**config.mk**
```make
export PLATFORM = sky130hd
export DESIGN_NAME = pulse_coupled_flash_sync
export DESIGN_NICKNAME = d
export VERILOG_FILES = /design/src/rtl/pcfs_pkg.sv /design/src/rtl/pulse_coupled_flash_sync.sv
export SDC_FILE = /design/constraint.sdc
export NUM_CORES = 1
export LEC_CHECK = 0
export ABC_AREA = 0
export BUFFER_PORTS_ARGS = -buffer_cell sky130_fd_sc_hd__buf_2
export CAP_MARGIN = 20
export CORE_MARGIN = 4
export CORE_UTILIZATION = 50
export DETAILED_ROUTE_END_ITERATION = 6
export HOLD_SLACK_MARGIN = 0.12
export PLACE_DENSITY = 0.67
export SETUP_SLACK_MARGIN = 0.02
export SKIP_CTS_REPAIR_TIMING = 1
export SYNTH_ARGS = -nofsm -noshare
export SYNTH_HDL_FRONTEND = slang
export SYNTH_SLANG_ARGS = --single-unit
```
**constraint.sdc**
```tcl
create_clock -name clk -period 13.74 [get_ports clk]
set_input_delay 2.061 -clock clk [delete_from_list [all_inputs] [get_ports clk]]
set_output_delay 2.061 -clock clk [all_outputs]
set_load 0.005 [all_outputs]
```
**src/rtl/pcfs_pkg.sv**
```systemverilog
package pcfs_pkg;

    localparam int SAMPLE_W = 8;
    localparam int POWER_W  = 16;
    localparam int COUNT_W  = 16;
    localparam int NERV_W   = 8;
    localparam int LEVEL_W  = 8;
    localparam int THR_W    = 9;
    localparam int BOOST_W  = 10;
    localparam int CFG_IDX_W  = 3;
    localparam int CFG_DATA_W = 16;

    typedef logic [CFG_IDX_W-1:0]  cfg_index_t;
    typedef logic [CFG_DATA_W-1:0] cfg_data_t;
    typedef logic [POWER_W-1:0]    power_t;
    typedef logic [COUNT_W-1:0]    count_t;
    typedef logic [NERV_W-1:0]     nerv_t;
    typedef logic [LEVEL_W-1:0]    level_t;

    typedef struct packed {
        level_t red;
        level_t green;
        level_t blue;
    } led_t;

    // register indexes
    localparam cfg_index_t REG_FLASH_THRESHOLD     = 3'd0;
    localparam cfg_index_t REG_FIRE_LEVEL          = 3'd1;
    localparam cfg_index_t REG_BOOST_AMOUNT        = 3'd2;
    localparam cfg_index_t REG_DAYLIGHT_LEVEL      = 3'd3;
    localparam cfg_index_t REG_BLIND_OTHER_TICKS   = 3'd4;
    localparam cfg_index_t REG_BLIND_SELF_TICKS    = 3'd5;
    localparam cfg_index_t REG_FLASH_HOLD_TICKS    = 3'd6;
    localparam cfg_index_t REG_DAYLIGHT_HOLD_TICKS = 3'd7;

    // power step bands
    localparam power_t POWER_BAND_1 = 16'd6000;
    localparam power_t POWER_BAND_2 = 16'd4000;
    localparam power_t POWER_BAND_4 = 16'd3000;
    localparam power_t POWER_BAND_8 = 16'd2000;
    localparam power_t NERVOUS_HIGH = 16'd7000;

    localparam nerv_t NERV_MAX     = 8'd168;
    localparam nerv_t NERV_SAT     = 8'd158;
    localparam nerv_t NERV_UP      = 8'd10;
    localparam nerv_t NERV_DOWN    = 8'd5;
    localparam nerv_t NERV_FIRE    = 8'd3;
    localparam nerv_t HUE_MAX      = 8'd168;

    localparam level_t HUE_SEG_LEN = 8'd42;
    localparam level_t LED_FULL    = 8'd252;
    localparam level_t DAY_GREEN   = 8'd32;

    localparam logic [2:0] SEG_RED_YELLOW   = 3'd0;
    localparam logic [2:0] SEG_YELLOW_GREEN = 3'd1;
    localparam logic [2:0] SEG_GREEN_CYAN   = 3'd2;
    localparam logic [2:0] SEG_CYAN_BLUE    = 3'd3;
    localparam logic [2:0] SEG_BLUE_MAGENTA = 3'd4;

    function automatic led_t hue_to_led(input level_t hue);
        logic [2:0] seg;
        level_t     base;
        level_t     rem;
        level_t     ramp;
        led_t       c;
        if (hue >= 4 * HUE_SEG_LEN) begin
            seg  = SEG_BLUE_MAGENTA;
            base = level_t'(4 * HUE_SEG_LEN);
        end else if (hue >= 3 * HUE_SEG_LEN) begin
            seg  = SEG_CYAN_BLUE;
            base = level_t'(3 * HUE_SEG_LEN);
        end else if (hue >= 2 * HUE_SEG_LEN) begin
            seg  = SEG_GREEN_CYAN;
            base = level_t'(2 * HUE_SEG_LEN);
        end else if (hue >= HUE_SEG_LEN) begin
            seg  = SEG_YELLOW_GREEN;
            base = HUE_SEG_LEN;
        end else begin
            seg  = SEG_RED_YELLOW;
            base = '0;
        end
        rem  = hue - base;
        ramp = (rem << 2) + (rem << 1);
        case (seg)
            SEG_RED_YELLOW:   c = '{red: LED_FULL, green: ramp, blue: '0};
            SEG_YELLOW_GREEN: c = '{red: LED_FULL - ramp, green: LED_FULL, blue: '0};
            SEG_GREEN_CYAN:   c = '{red: '0, green: LED_FULL, blue: ramp};
            SEG_CYAN_BLUE:    c = '{red: '0, green: LED_FULL - ramp, blue: LED_FULL};
            SEG_BLUE_MAGENTA: c = '{red: ramp, green: '0, blue: LED_FULL};
            default:          c = '{red: LED_FULL, green: '0, blue: LED_FULL - ramp};
        endcase
        return c;
    endfunction

endpackage

```
**src/rtl/pulse_coupled_flash_sync.sv**
```systemverilog
// Firefly-style flash synchronizer. Each request on the input channel is one tick carrying a
// light sample; each tick gives exactly one result with the LED color, event flags, nervousness
// and power after that tick. A request is staged in an input register, the whole tick update is
// one pass of combinational logic, and the result lands in an output register, so one request
// is taken every clock cycle as long as results are taken; the result is written to the output
// register when the staged request advances. The stall path is the result register: while it
// holds an untaken result and the stage is full, input ready drops. Configuration writes are
// taken in any cycle (ready is always high) and must only be issued while no tick is in flight.
module pulse_coupled_flash_sync
(
    input  logic                  clk,
    input  logic                  rst_n,
    input  logic                  cfg_valid,
    output logic                  cfg_ready,
    input  pcfs_pkg::cfg_index_t  cfg_index,
    input  pcfs_pkg::cfg_data_t   cfg_data,
    input  logic                  in_valid,
    output logic                  in_ready,
    input  logic [7:0]            light_sample,
    output logic                  out_valid,
    input  logic                  out_ready,
    output logic [7:0]            red_level,
    output logic [7:0]            green_level,
    output logic [7:0]            blue_level,
    output logic                  fired,
    output logic                  daylight_seen,
    output logic                  holding,
    output logic [7:0]            nervous_level,
    output logic [15:0]           power_level
);
    import pcfs_pkg::*;

    // configuration
    logic [THR_W-1:0]   flash_threshold_reg;
    power_t             fire_level_reg;
    logic [BOOST_W-1:0] boost_amount_reg;
    level_t             daylight_level_reg;
    count_t             blind_other_reg;
    count_t             blind_self_reg;
    count_t             flash_hold_reg;
    count_t             day_hold_reg;

    // tick state
    power_t power_reg,  power_next;
    nerv_t  nerv_reg,   nerv_next;
    count_t blind_reg,  blind_next;
    count_t hold_reg,   hold_next;
    led_t   led_reg,    led_next;

    // input stage
    logic                 stage_valid_reg;
    logic [SAMPLE_W-1:0]  sample_reg;

    // result stage
    logic   out_valid_reg;
    led_t   res_led_reg,   res_led_next;
    logic   res_fired_reg, res_fired_next;
    logic   res_day_reg,   res_day_next;
    logic   res_hold_reg,  res_hold_next;

    logic   advance;
    power_t step;
    power_t p1;
    logic   clear_after;

    assign cfg_ready = 1'b1;
    assign advance   = stage_valid_reg && (!out_valid_reg || out_ready);
    assign in_ready  = !stage_valid_reg || advance;

    always_ff @(posedge clk or negedge rst_n)
    begin
        if (!rst_n)
        begin
            flash_threshold_reg <= THR_W'(20);
            fire_level_reg      <= 16'd8000;
            boost_amount_reg    <= BOOST_W'(400);
            daylight_level_reg  <= 8'd240;
            blind_other_reg     <= 16'd800;
            blind_self_reg      <= 16'd100;
            flash_hold_reg      <= 16'd400;
            day_hold_reg        <= 16'd20000;
        end
        else if (cfg_valid && cfg_ready)
        begin
            case (cfg_index)
                REG_FLASH_THRESHOLD:     flash_threshold_reg <= cfg_data[THR_W-1:0];
                REG_FIRE_LEVEL:          fire_level_reg      <= cfg_data;
                REG_BOOST_AMOUNT:        boost_amount_reg    <= cfg_data[BOOST_W-1:0];
                REG_DAYLIGHT_LEVEL:      daylight_level_reg  <= cfg_data[LEVEL_W-1:0];
                REG_BLIND_OTHER_TICKS:   blind_other_reg     <= cfg_data;
                REG_BLIND_SELF_TICKS:    blind_self_reg      <= cfg_data;
                REG_FLASH_HOLD_TICKS:    flash_hold_reg      <= cfg_data;
                REG_DAYLIGHT_HOLD_TICKS: day_hold_reg        <= cfg_data;
                default: ;
            endcase
        end
    end

    // one tick update
    always_comb
    begin
        power_next     = power_reg;
        nerv_next      = nerv_reg;
        blind_next     = blind_reg;
        hold_next      = hold_reg;
        led_next       = led_reg;
        res_fired_next = 1'b0;
        res_day_next   = 1'b0;
        res_hold_next  = 1'b0;
        clear_after    = 1'b0;

        if (power_reg > POWER_BAND_1)
            step = 16'd1;
        else if (power_reg > POWER_BAND_2)
            step = 16'd2;
        else if (power_reg > POWER_BAND_4)
            step = 16'd4;
        else if (power_reg > POWER_BAND_8)
            step = 16'd8;
        else
            step = 16'd16;
        p1 = power_reg + step;

        if (hold_reg != '0)
        begin
            res_hold_next = 1'b1;
            hold_next     = hold_reg - 16'd1;
            clear_after   = (hold_next == '0);
        end
        else
        begin
            power_next = p1;
            if (blind_reg == '0)
            begin
                if (sample_reg > daylight_level_reg)
                begin
                    res_day_next = 1'b1;
                end
                else if ({1'b0, sample_reg} > flash_threshold_reg)
                begin
                    if (p1 > POWER_BAND_8 && p1 < NERVOUS_HIGH)
                        nerv_next = (nerv_reg >= NERV_SAT) ? NERV_MAX : nerv_reg + NERV_UP;
                    else if (nerv_reg > NERV_DOWN)
                        nerv_next = nerv_reg - NERV_DOWN;
                    power_next = p1 + POWER_W'(boost_amount_reg);
                    blind_next = blind_other_reg;
                end
            end
            else
            begin
                blind_next = blind_reg - 16'd1;
            end

            if (power_next > fire_level_reg)
            begin
                res_fired_next = 1'b1;
                led_next       = hue_to_led(HUE_MAX - nerv_next);
                power_next     = '0;
                blind_next     = blind_self_reg;
                if (nerv_next > NERV_FIRE)
                    nerv_next = nerv_next - NERV_FIRE;
                hold_next      = flash_hold_reg;
            end
            else if (res_day_next)
            begin
                led_next  = '{red: '0, green: DAY_GREEN, blue: '0};
                hold_next = day_hold_reg;
            end
            clear_after = (res_fired_next || res_day_next) && (hold_next == '0);
        end

        res_led_next = led_next;
        if (clear_after)
            led_next = '0;
    end

    always_ff @(posedge clk or negedge rst_n)
    begin
        if (!rst_n)
        begin
            stage_valid_reg <= 1'b0;
            out_valid_reg   <= 1'b0;
            power_reg       <= '0;
            nerv_reg        <= '0;
            blind_reg       <= '0;
            hold_reg        <= '0;
            led_reg         <= '0;
        end
        else
        begin
            if (in_valid && in_ready)
                stage_valid_reg <= 1'b1;
            else if (advance)
                stage_valid_reg <= 1'b0;

            if (advance)
                out_valid_reg <= 1'b1;
            else if (out_ready)
                out_valid_reg <= 1'b0;

            if (advance)
            begin
                power_reg <= power_next;
                nerv_reg  <= nerv_next;
                blind_reg <= blind_next;
                hold_reg  <= hold_next;
                led_reg   <= led_next;
            end
        end
    end

    always_ff @(posedge clk)
    begin
        if (in_valid && in_ready)
            sample_reg <= light_sample;
        if (advance)
        begin
            res_led_reg   <= res_led_next;
            res_fired_reg <= res_fired_next;
            res_day_reg   <= res_day_next;
            res_hold_reg  <= res_hold_next;
        end
    end

    // nervousness and power results mirror the state registers
    logic [NERV_W-1:0]  res_nerv_reg;
    logic [POWER_W-1:0] res_power_reg;

    always_ff @(posedge clk)
    begin
        if (advance)
        begin
            res_nerv_reg  <= nerv_next;
            res_power_reg <= power_next;
        end
    end

    assign out_valid     = out_valid_reg;
    assign red_level     = res_led_reg.red;
    assign green_level   = res_led_reg.green;
    assign blue_level    = res_led_reg.blue;
    assign fired         = res_fired_reg;
    assign daylight_seen = res_day_reg;
    assign holding       = res_hold_reg;
    assign nervous_level = res_nerv_reg;
    assign power_level   = res_power_reg;

endmodule

```
==> metrics.txt, run 1 <==
flops & latches, synth 248; top cells by area, synth dfrtp_1, edfxtp_1, mux2_2, ha_1, nand2_1; # setup viols final 0; fraction of layout cells with a size suffix above 1 0.1961; syn_area_per_cell 9.640 um^2; die area 32,590 um^2; Netlist Area Pre-Place 14,880 um^2; row cnt 62; Leak Pwr 7.342 nW; slew margin rel. 0.3221; reg2reg end green_level[7]; DR DRC count 0; setup TNS 0 ps; final worst path period share 0.8085; Antenna Nets Post-Route 0; Starting Density 0.5130; detailed placement HPWL 25.50 mm; commonest cells in the netlist nand2_1, dfrtp_1, o21ai_0; Clock Root Buffer clkbuf_16; clock buffer depth 3; DR vias 11,744; crit-path max FO 14; TritonCTS buffer count 29; Reg2Reg Depth 42; CTS clk-pin slew, worst paths 60 ps; Max IR drop VDD 0.1169 mV; Multi-input gate area 7761 um^2; global-route wire length before repair 61.05 mm; Synth area leader dfrtp_1; RePlAce Congestion 0.8813; grt ovf 0; maxcap violations 0; CP bufs+invs 4; Ports 86; routed len/inst 18.57 um; actual slew at the worst max-slew pin 1012 ps; Die Ht 180.5 um; slowest CP cell a211oi_2; clk_lat worst skew 570 ps; max-slew violations 0; area share of the largest cell type after synthesis 0.2690; Hold Path Stages 1; Final Critical Period 11,110 ps; Worst R2R Start power_reg[1]; area grow syn2layout 12.53%; Placed Area 15,630 um^2; initial detailed-routing violation count 953; Fillers 2,519; critical path class flop to flop; Critical Path Max Stage Delay 700 ps; power per cell area 136.1 nW/um^2; CP startpoint kind flop; Core Region 29,010 um^2; Initial DRT Pass Iterations 7; most frequent cell after synthesis nand2_1; largest net degree at the start of global routing 112; Ant. Diodes 0; I/O Buffers 84; Post-synth top flop dfrtp_1; vias in the first global route 11,542; delay-heaviest family, CP compound AO/OA/AOI/OAI gates; Seq/Total Area, Yosys 0.4392; Syn Nets 1,649; EDFF count, synth 59; Fin. Hold Viols 0; critical path endpoint category flop; max FFs per register 24; Via density 5.854; area of all sequential standard cells 6538 um^2; CTS tree yes; post-synth cell types 90; H-tree depth 1; initial antenna violation count 0; CTS sink count 248; CP required 14,050 ps; Arr. time, crit path 11,420 ps; fmax 0.09002 GHz; run status finished clean; Setup Skew 18.81 ps; async set-reset flop share out of synthesis 0.7621; Post-Route WL 37.26 mm; worst hold start led_reg[8]; Die Width 180.5 um; Worst Hold Endpoint led_reg[8]; Worst R2R Setup Slack 2630 ps; gr usage total 0.2252; Finished Cell Area 16,750 um^2; RSZ-0062 raised after global routing false; Synth Warn # 0; Mapped Cells 1,544; Hold WC Path Type flop to flop; Total Nets Final 1,704
## report_power, final
group / leakage (nW) / switching, mW / internal [mW] / total [mW]
clock network: 0.524 / 0.316 / 0.527 / 0.842
logic: 3.93 / 0.269 / 0.213 / 0.482
registers: 2.89 / 0.0781 / 0.877 / 0.955
total: 7.34 / 0.663 / 1.62 / 2.28
## placed cells by master (no fill, tap or decap), types with 20 or more instances in the layout
cell       synthesis  layout
mux2_2           100     100
ha_1              69      69
nor2_1            92      92
buf_2              6      83
dfstp_2           29      29
o21ai_0          102     102
nor3_1            29      27
nand2_1          224     224
inv_1             80      79
xnor2_1           47      47
dfrtp_1          160     160
a21o_1            23      23
edfxtp_1          59      59
xor2_1            20      20
a21oi_1          101      99
clkbuf_16          0      32
## stage by stage
stage / utilization / hold WS [ps] / setup WS, ps / cells / total power, mW
CTS: 0.5758 / 480.7 / 2785 / 2003 / 2.295
floorplan: - / 444.2 / 4401 / 1544 / 1.305
global route: 0.5773 / 492.4 / 1681 / 2006 / 2.404
finish: 0.5773 / 474.1 / 2631 / 2006 / 2.280
detailed placement: 0.5388 / 466.0 / 2812 / 1949 / 1.443
global placement: 0.5388 / 462.2 / 3103 / 1949 / 1.425
## cell type report
type	instances	share of cell area
repair buffers	103	0.03548
inverters	81	0.01815
clock inverters	11	0.01076
multi-input cells	1136	0.4634
clock buffers	43	0.05326
well taps	384	0.02868
flip-flops and latches	248	0.3903
## worst reg2reg max path: cells and delay by family (launching register included)
kind	cells	cell delay (ps)
compound gates	18	4570
xor+xnor	3	730
buf+inv	4	690
flops	1	420
fa+ha+maj	5	1620
simple gates	12	2830
## routing by layer
metal / track usage / routed length [um] / vias to the layer above
met5: 0 / 0 / -
met4: 0.05203 / 889 / 0
met3: 0.03472 / 2309 / 63
met2: 0.3661 / 17070 / 375
met1: 0.3209 / 16990 / 5678
li1: - / - / 5628
## worst max path at each step
stage / start / to / slack, ps / depth (start not counted)
global route: power_reg[1] / green_level[7] / 1680 / 42
CTS: power_reg[1] / green_level[7] / 2790 / 42
finish: power_reg[1] / green_level[7] / 2630 / 42
floorplan: power_reg[1] / green_level[7] / 4400 / 44
global placement: power_reg[1] / green_level[7] / 3100 / 42
detailed placement: power_reg[1] / green_level[7] / 2810 / 42
## kinds of logic after synthesis
kind of cell,Yosys count,share of synthesized area
flops,248,0.4392
buf+inv,160,0.04287
simple gates,505,0.1594
compound gates,371,0.1660
mux,118,0.08835
fa+ha+maj,73,0.06338
xor+xnor,68,0.04052
other cells,1,0.0002519
Note: power is estimated with default switching activity, not from simulation.
==> run 2, diff against run 1 <==
--- a/config.mk
+++ b/config.mk
@@ -5,7 +5,7 @@
 export SDC_FILE = /design/constraint.sdc
 export NUM_CORES = 1
 export LEC_CHECK = 0
-export ABC_AREA = 0
+export ABC_AREA = 1
 export BUFFER_PORTS_ARGS = -buffer_cell sky130_fd_sc_hd__buf_2
 export CAP_MARGIN = 20
 export CORE_MARGIN = 4
==> constraint.sdc (replaced) <==
create_clock -name clk -period 11.2 [get_ports clk]
set_input_delay 1.68 -clock clk [delete_from_list [all_inputs] [get_ports clk]]
set_output_delay 1.68 -clock clk [all_outputs]
set_load 0.005 [all_outputs]
==> metrics.txt, run 2 <==
final worst path period share 0.7934; fraction of layout cells with a size suffix above 1 0.1478; top cells by area, synth dfrtp_1, edfxtp_1, nand2_1, o21ai_0, ha_1; # setup viols final 0; flops & latches, synth 248; I/O Buffers 84; global-route wire length before repair 64.42 mm; critical path class flop to flop; area grow syn2layout 11.29%; max FFs per register 24; Hold WC Path Type flop to flop; switching portion of total power 0.4821; DR vias 12,779; critical path endpoint category flop; detailed placement HPWL 28.80 mm; Final Worst Setup Slack 2314 ps; row cnt 63; Syn Nets 1,936; maxcap violations 0; Setup Skew 21.07 ps; post-synth cell types 64; Final Critical Period 8886 ps; max-slew violations 0; Synth Warn # 0; Total Nets Final 2,005; largest net degree at the start of global routing 85; Placed Area 15,730 um^2; most frequent CP cell nand2_1; RSZ-0062 raised after global routing false; Post-synth top flop dfrtp_1; clock buffer depth 3; CTS clk-pin slew, worst paths 60 ps; Die Width 181.0 um; Critical Path Max Stage Delay 990 ps; crit-path max FO 29; Ports 86; actual slew at the worst max-slew pin 1026 ps; syn_area_per_cell 8.171 um^2; RePlAce Congestion 0.9283; clk_lat worst skew 560 ps; slew margin rel. 0.3144; Fin. Hold Viols 0; Via density 5.527; vias in the first global route 12,431; combinational fraction of design power 0.583; run status finished clean; Seq pwr share 0.247; CP startpoint kind flop; Fillers 2,780; Initial DRT Pass Iterations 5; most frequent cell after synthesis nand2_1; Arr. time, crit path 9280 ps; CTS tree yes; slowest CP cell inv_1; Clock Power Share 0.170; area of all sequential standard cells 6538 um^2; Multi-input gate area 7338 um^2; fmax 0.1125 GHz; area share of the largest cell type after synthesis 0.2676; grt ovf 0; TritonCTS buffer count 28; commonest cells after routing, fill and taps aside nand2_1, o21ai_0, inv_1; H-tree depth 1; most common cell after layout, fill and taps aside nand2_1; Setup WS pre-CTS 2369 ps; DR DRC count 0; Leak Pwr 7.844 nW; Die Ht 181.0 um; initial detailed-routing violation count 1,068; CP required 11,590 ps; Clock Root Buffer clkbuf_16; EDFF count, synth 59; gr usage total 0.2362; Ant. Diodes 0; Antenna Nets Post-Route 0; Post-Route WL 39.23 mm; Finished Cell Area 16,650 um^2; Seq/Total Area, Yosys 0.4369; async set-reset flop share out of synthesis 0.7621; Starting Density 0.5062; commonest cells in the netlist nand2_1, o21ai_0, inv_1; routed len/inst 16.97 um; Max IR drop VDD 0.4055 mV; Switch Pwr 2.555 mW; setup TNS 0 ps; Netlist Area Pre-Place 14,960 um^2; Synth area leader dfrtp_1; initial antenna violation count 0; power per cell area 318.3 nW/um^2; die area 32,760 um^2; cell internal pwr 2.745 mW; CTS sink count 248; Mapped Cells 1,831; Core Region 29,560 um^2
==> run 2: layout make-up <==
cell class                      instances  share of cell area
Clock buffer                           41             0.04862
Clock inverter                         11            0.006537
Inverter                              234             0.05328
Multi-Input combinational cell       1297              0.4407
Sequential cell                       248              0.3926
Tap cell                              390             0.02931
Timing Repair Buffer                   91             0.02893
==> run 2: power groups by stage <==
stage          sequential [mW]  clock [mW]  combinational (mW)
2_1_floorplan             1.29           0                2.36
3_3_place_gp              1.31           0                2.98
3_5_place_dp              1.32           0                3.03
4_1_cts                   1.31       0.919                3.05
5_1_grt                   1.33       0.957                3.47
6_report                  1.31       0.899                3.09
==> run 2: kinds of logic after synthesis <==
group / Yosys count / synth area share
adders and majority gates: 73 / 0.06305
AOI/OAI and AO/OA: 383 / 0.1458
and+or+nand+nor: 776 / 0.2417
muxes: 5 / 0.003345
DFF: 248 / 0.4369
xor gates and xnor gates: 59 / 0.03504
buffers and inverters: 286 / 0.07384
other: 1 / 0.0002506
==> run 2: final timing paths <==
path	depth (start not counted)	startpoint	endpoint	slack [ps]
max reg2reg	43	power_reg[1]	led_reg[4]	2310
min reg2reg	2	led_reg[18]	led_reg[18]	480
max	43	power_reg[1]	led_reg[4]	2310
max in group asynchronous	3	rst_n	hold_reg[8]	8100
min in group asynchronous	1	rst_n	led_reg[5]	1180
min	2	led_reg[18]	led_reg[18]	480
==> run 2: layer usage <==
| layer | global-route usage | wire [um] |
|---|---|---|
| met4 | 0.06064 | 980 |
| met5 | 0 | 0 |
| met1 | 0.3496 | 18570 |
| met3 | 0.02557 | 2092 |
| met2 | 0.3743 | 17580 |
==> run 2: critical path: cells and delay by family (launching register included) <==
| kind | cells | cell delay, ps |
|---|---|---|
| DFF | 1 | 380 |
| xor gates and xnor gates | 1 | 200 |
| AOI/OAI and AO/OA | 12 | 1720 |
| and+or+nand+nor | 20 | 3270 |
| adders and majority gates | 3 | 1070 |
| buffers and inverters | 7 | 2020 |
==> run 2: metrics by stage <==
step                std cells  hold WS, ps  total power, mW    util
detailed placement       2260        465.2            4.344  0.5322
floorplan                1831        444.4            3.645       -
finish                   2312        478.0            5.301  0.5633
global placement         2260        461.9            4.293  0.5322
CTS                      2312        482.2            5.277  0.5633
global route             2312        498.3            5.764  0.5633
==> run 3, diff against run 2 <==
--- a/config.mk
+++ b/config.mk
@@ -5,7 +5,7 @@
 export SDC_FILE = /design/constraint.sdc
 export NUM_CORES = 1
 export LEC_CHECK = 0
-export ABC_AREA = 1
+export ABC_AREA = 0
 export BUFFER_PORTS_ARGS = -buffer_cell sky130_fd_sc_hd__buf_2
 export CAP_MARGIN = 20
 export CORE_MARGIN = 4
==> constraint.sdc (replaced) <==
create_clock -name clk -period 8.6 [get_ports clk]
set_input_delay 1.29 -clock clk [delete_from_list [all_inputs] [get_ports clk]]
set_output_delay 1.29 -clock clk [all_outputs]
set_load 0.005 [all_outputs]
==> metrics.txt, run 3 (synthesis gave the netlist of run 1 again) <==
die area 32,590 um^2; gr usage total 0.2270; Starting Density 0.5130; RSZ-0062 raised after global routing true; Leak Pwr 7.666 nW; Finished Cell Area 17,480 um^2; fmax 0.1172 GHz; final worst path period share 0.9920; total power 3.605 mW; Die Ht 180.5 um; Setup WS pre-CTS -194.9 ps; Antenna Nets Post-Route 0; initial detailed-routing violation count 770; Hold WC Path Type flop to flop; slowest CP cell fa_1; max FFs per register 24; GR Util met3 0.02846; grt ovf 0; met1 Usage GRT 0.3218; Initial DRT Pass Iterations 5; Hold WS 481.7 ps; Via density 5.773; Arr. time, crit path 8850 ps; area grow syn2layout 17.46%; clock buffer depth 3; Core Region 29,010 um^2; most frequent CP cell a21oi_2; max-slew violations 0; Die Width 180.5 um; vias in the first global route 11,763; Fin. Hold Viols 0; I/O Buffers 84; clk_lat worst skew 570 ps; Post-Route WL 37.91 mm; power per cell area 206.2 nW/um^2; # setup viols final 0; Ports 86; crit-path max FO 8; global-route wire length before repair 61.86 mm; Max IR drop VDD 0.1627 mV; slew margin rel. 0.3147; RePlAce Congestion 0.8891; Placed Area 16,210 um^2; Final Worst Setup Slack 69.06 ps; CP startpoint kind flop; TritonCTS buffer count 29; row cnt 62; CTS tree yes; initial antenna violation count 0; Final Critical Period 8531 ps; Total Nets Final 1,767; Critical Path Max Stage Delay 420 ps; actual slew at the worst max-slew pin 1025 ps; fraction of layout cells with a size suffix above 1 0.2576; CP required 8920 ps; CTS clk-pin slew, worst paths 60 ps; H-tree depth 1; most common cell after layout, fill and taps aside nand2_1; routed len/inst 18.32 um; Setup Skew 12.24 ps; run status finished clean; M2 GR Usage 0.3752; Ant. Diodes 0; maxcap violations 0; Clock Root Buffer clkbuf_16; critical path class flop to flop; CTS sink count 248; busiest grt layer met2; largest net degree at the start of global routing 124; DR DRC count 0; detailed placement HPWL 26.38 mm; commonest cells after routing, fill and taps aside nand2_1, dfrtp_1, mux2_2; DR vias 11,945; critical path endpoint category flop
-- run 3: changes by cell type in the layout (fill, tap and decap cells not counted), moves of 28 or more --
| cell | before | now |
|---|---|---|
| nand2_1 | 434 | 222 |
| inv_1 | 210 | 74 |
| o21ai_0 | 212 | 96 |
| mux2_2 | 0 | 100 |
| nand3_1 | 93 | 16 |
| buf_4 | 7 | 79 |
| xnor2_1 | 11 | 42 |
| xor2_1 | 47 | 16 |
| o22ai_1 | 37 | 8 |
| nand2_2 | 31 | 3 |
-- run 3: per-layer routing --
metal  part of all wire  vias up  wire length, um
met4              0.022        0              818
met3              0.051       49             1918
met5                  0        -                0
met2               0.46      296            17600
li1                   -     5741                -
met1               0.46     5859            17570
-- run 3: power breakdown --
part | leakage, nW | switching [mW] | internal (mW) | total (mW)
Combinational | 4.30 | 0.455 | 0.378 | 0.833
Sequential | 2.89 | 0.122 | 1.40 | 1.52
Clock | 0.475 | 0.497 | 0.751 | 1.25
Total | 7.67 | 1.07 | 2.53 | 3.61
-- run 3: final timing paths --
| path | start | endpoint | slack, ps | depth (start not counted) |
|---|---|---|---|---|
| max reg2reg | power_reg[2] | red_level[7] | 70 | 41 |
| min reg2reg | led_reg[8] | led_reg[8] | 480 | 1 |
| min in group asynchronous | rst_n | flash_threshold_reg[0] | 650 | 1 |
| max in group asynchronous | rst_n | blind_other_reg[13] | 6350 | 3 |
| min | led_reg[8] | led_reg[8] | 480 | 1 |
| max | power_reg[2] | red_level[7] | 70 | 41 |
-- run 3: worst max-delay path: cells and delay by family, from the launching register on --
family | cells | cell delay, ps
compound gates | 16 | 3220
simple gates | 11 | 2000
fa+ha+maj | 5 | 1370
xor+xnor | 4 | 730
buf+inv | 5 | 590
flops | 1 | 370
-- run 3: final cells by class --
cell class,instances,area (um^2)
clock buffers,41,812.0
fillers,2491,11530
flip-flops and latches,248,6538
well taps,384,480.5
clock inverters,13,167.7
multi-input cells,1136,8107
inverters,81,306.5
repair buffers,166,1072
-- run 3: stage by stage --
stage               setup TNS [ps]  instances  utilization
global placement                 0       2002       0.5587
floorplan                        0       1544            -
detailed placement          -554.5       2002       0.5587
global route                 -1375       2069       0.6026
finish                           0       2069       0.6026
CTS                         -765.3       2056       0.5924
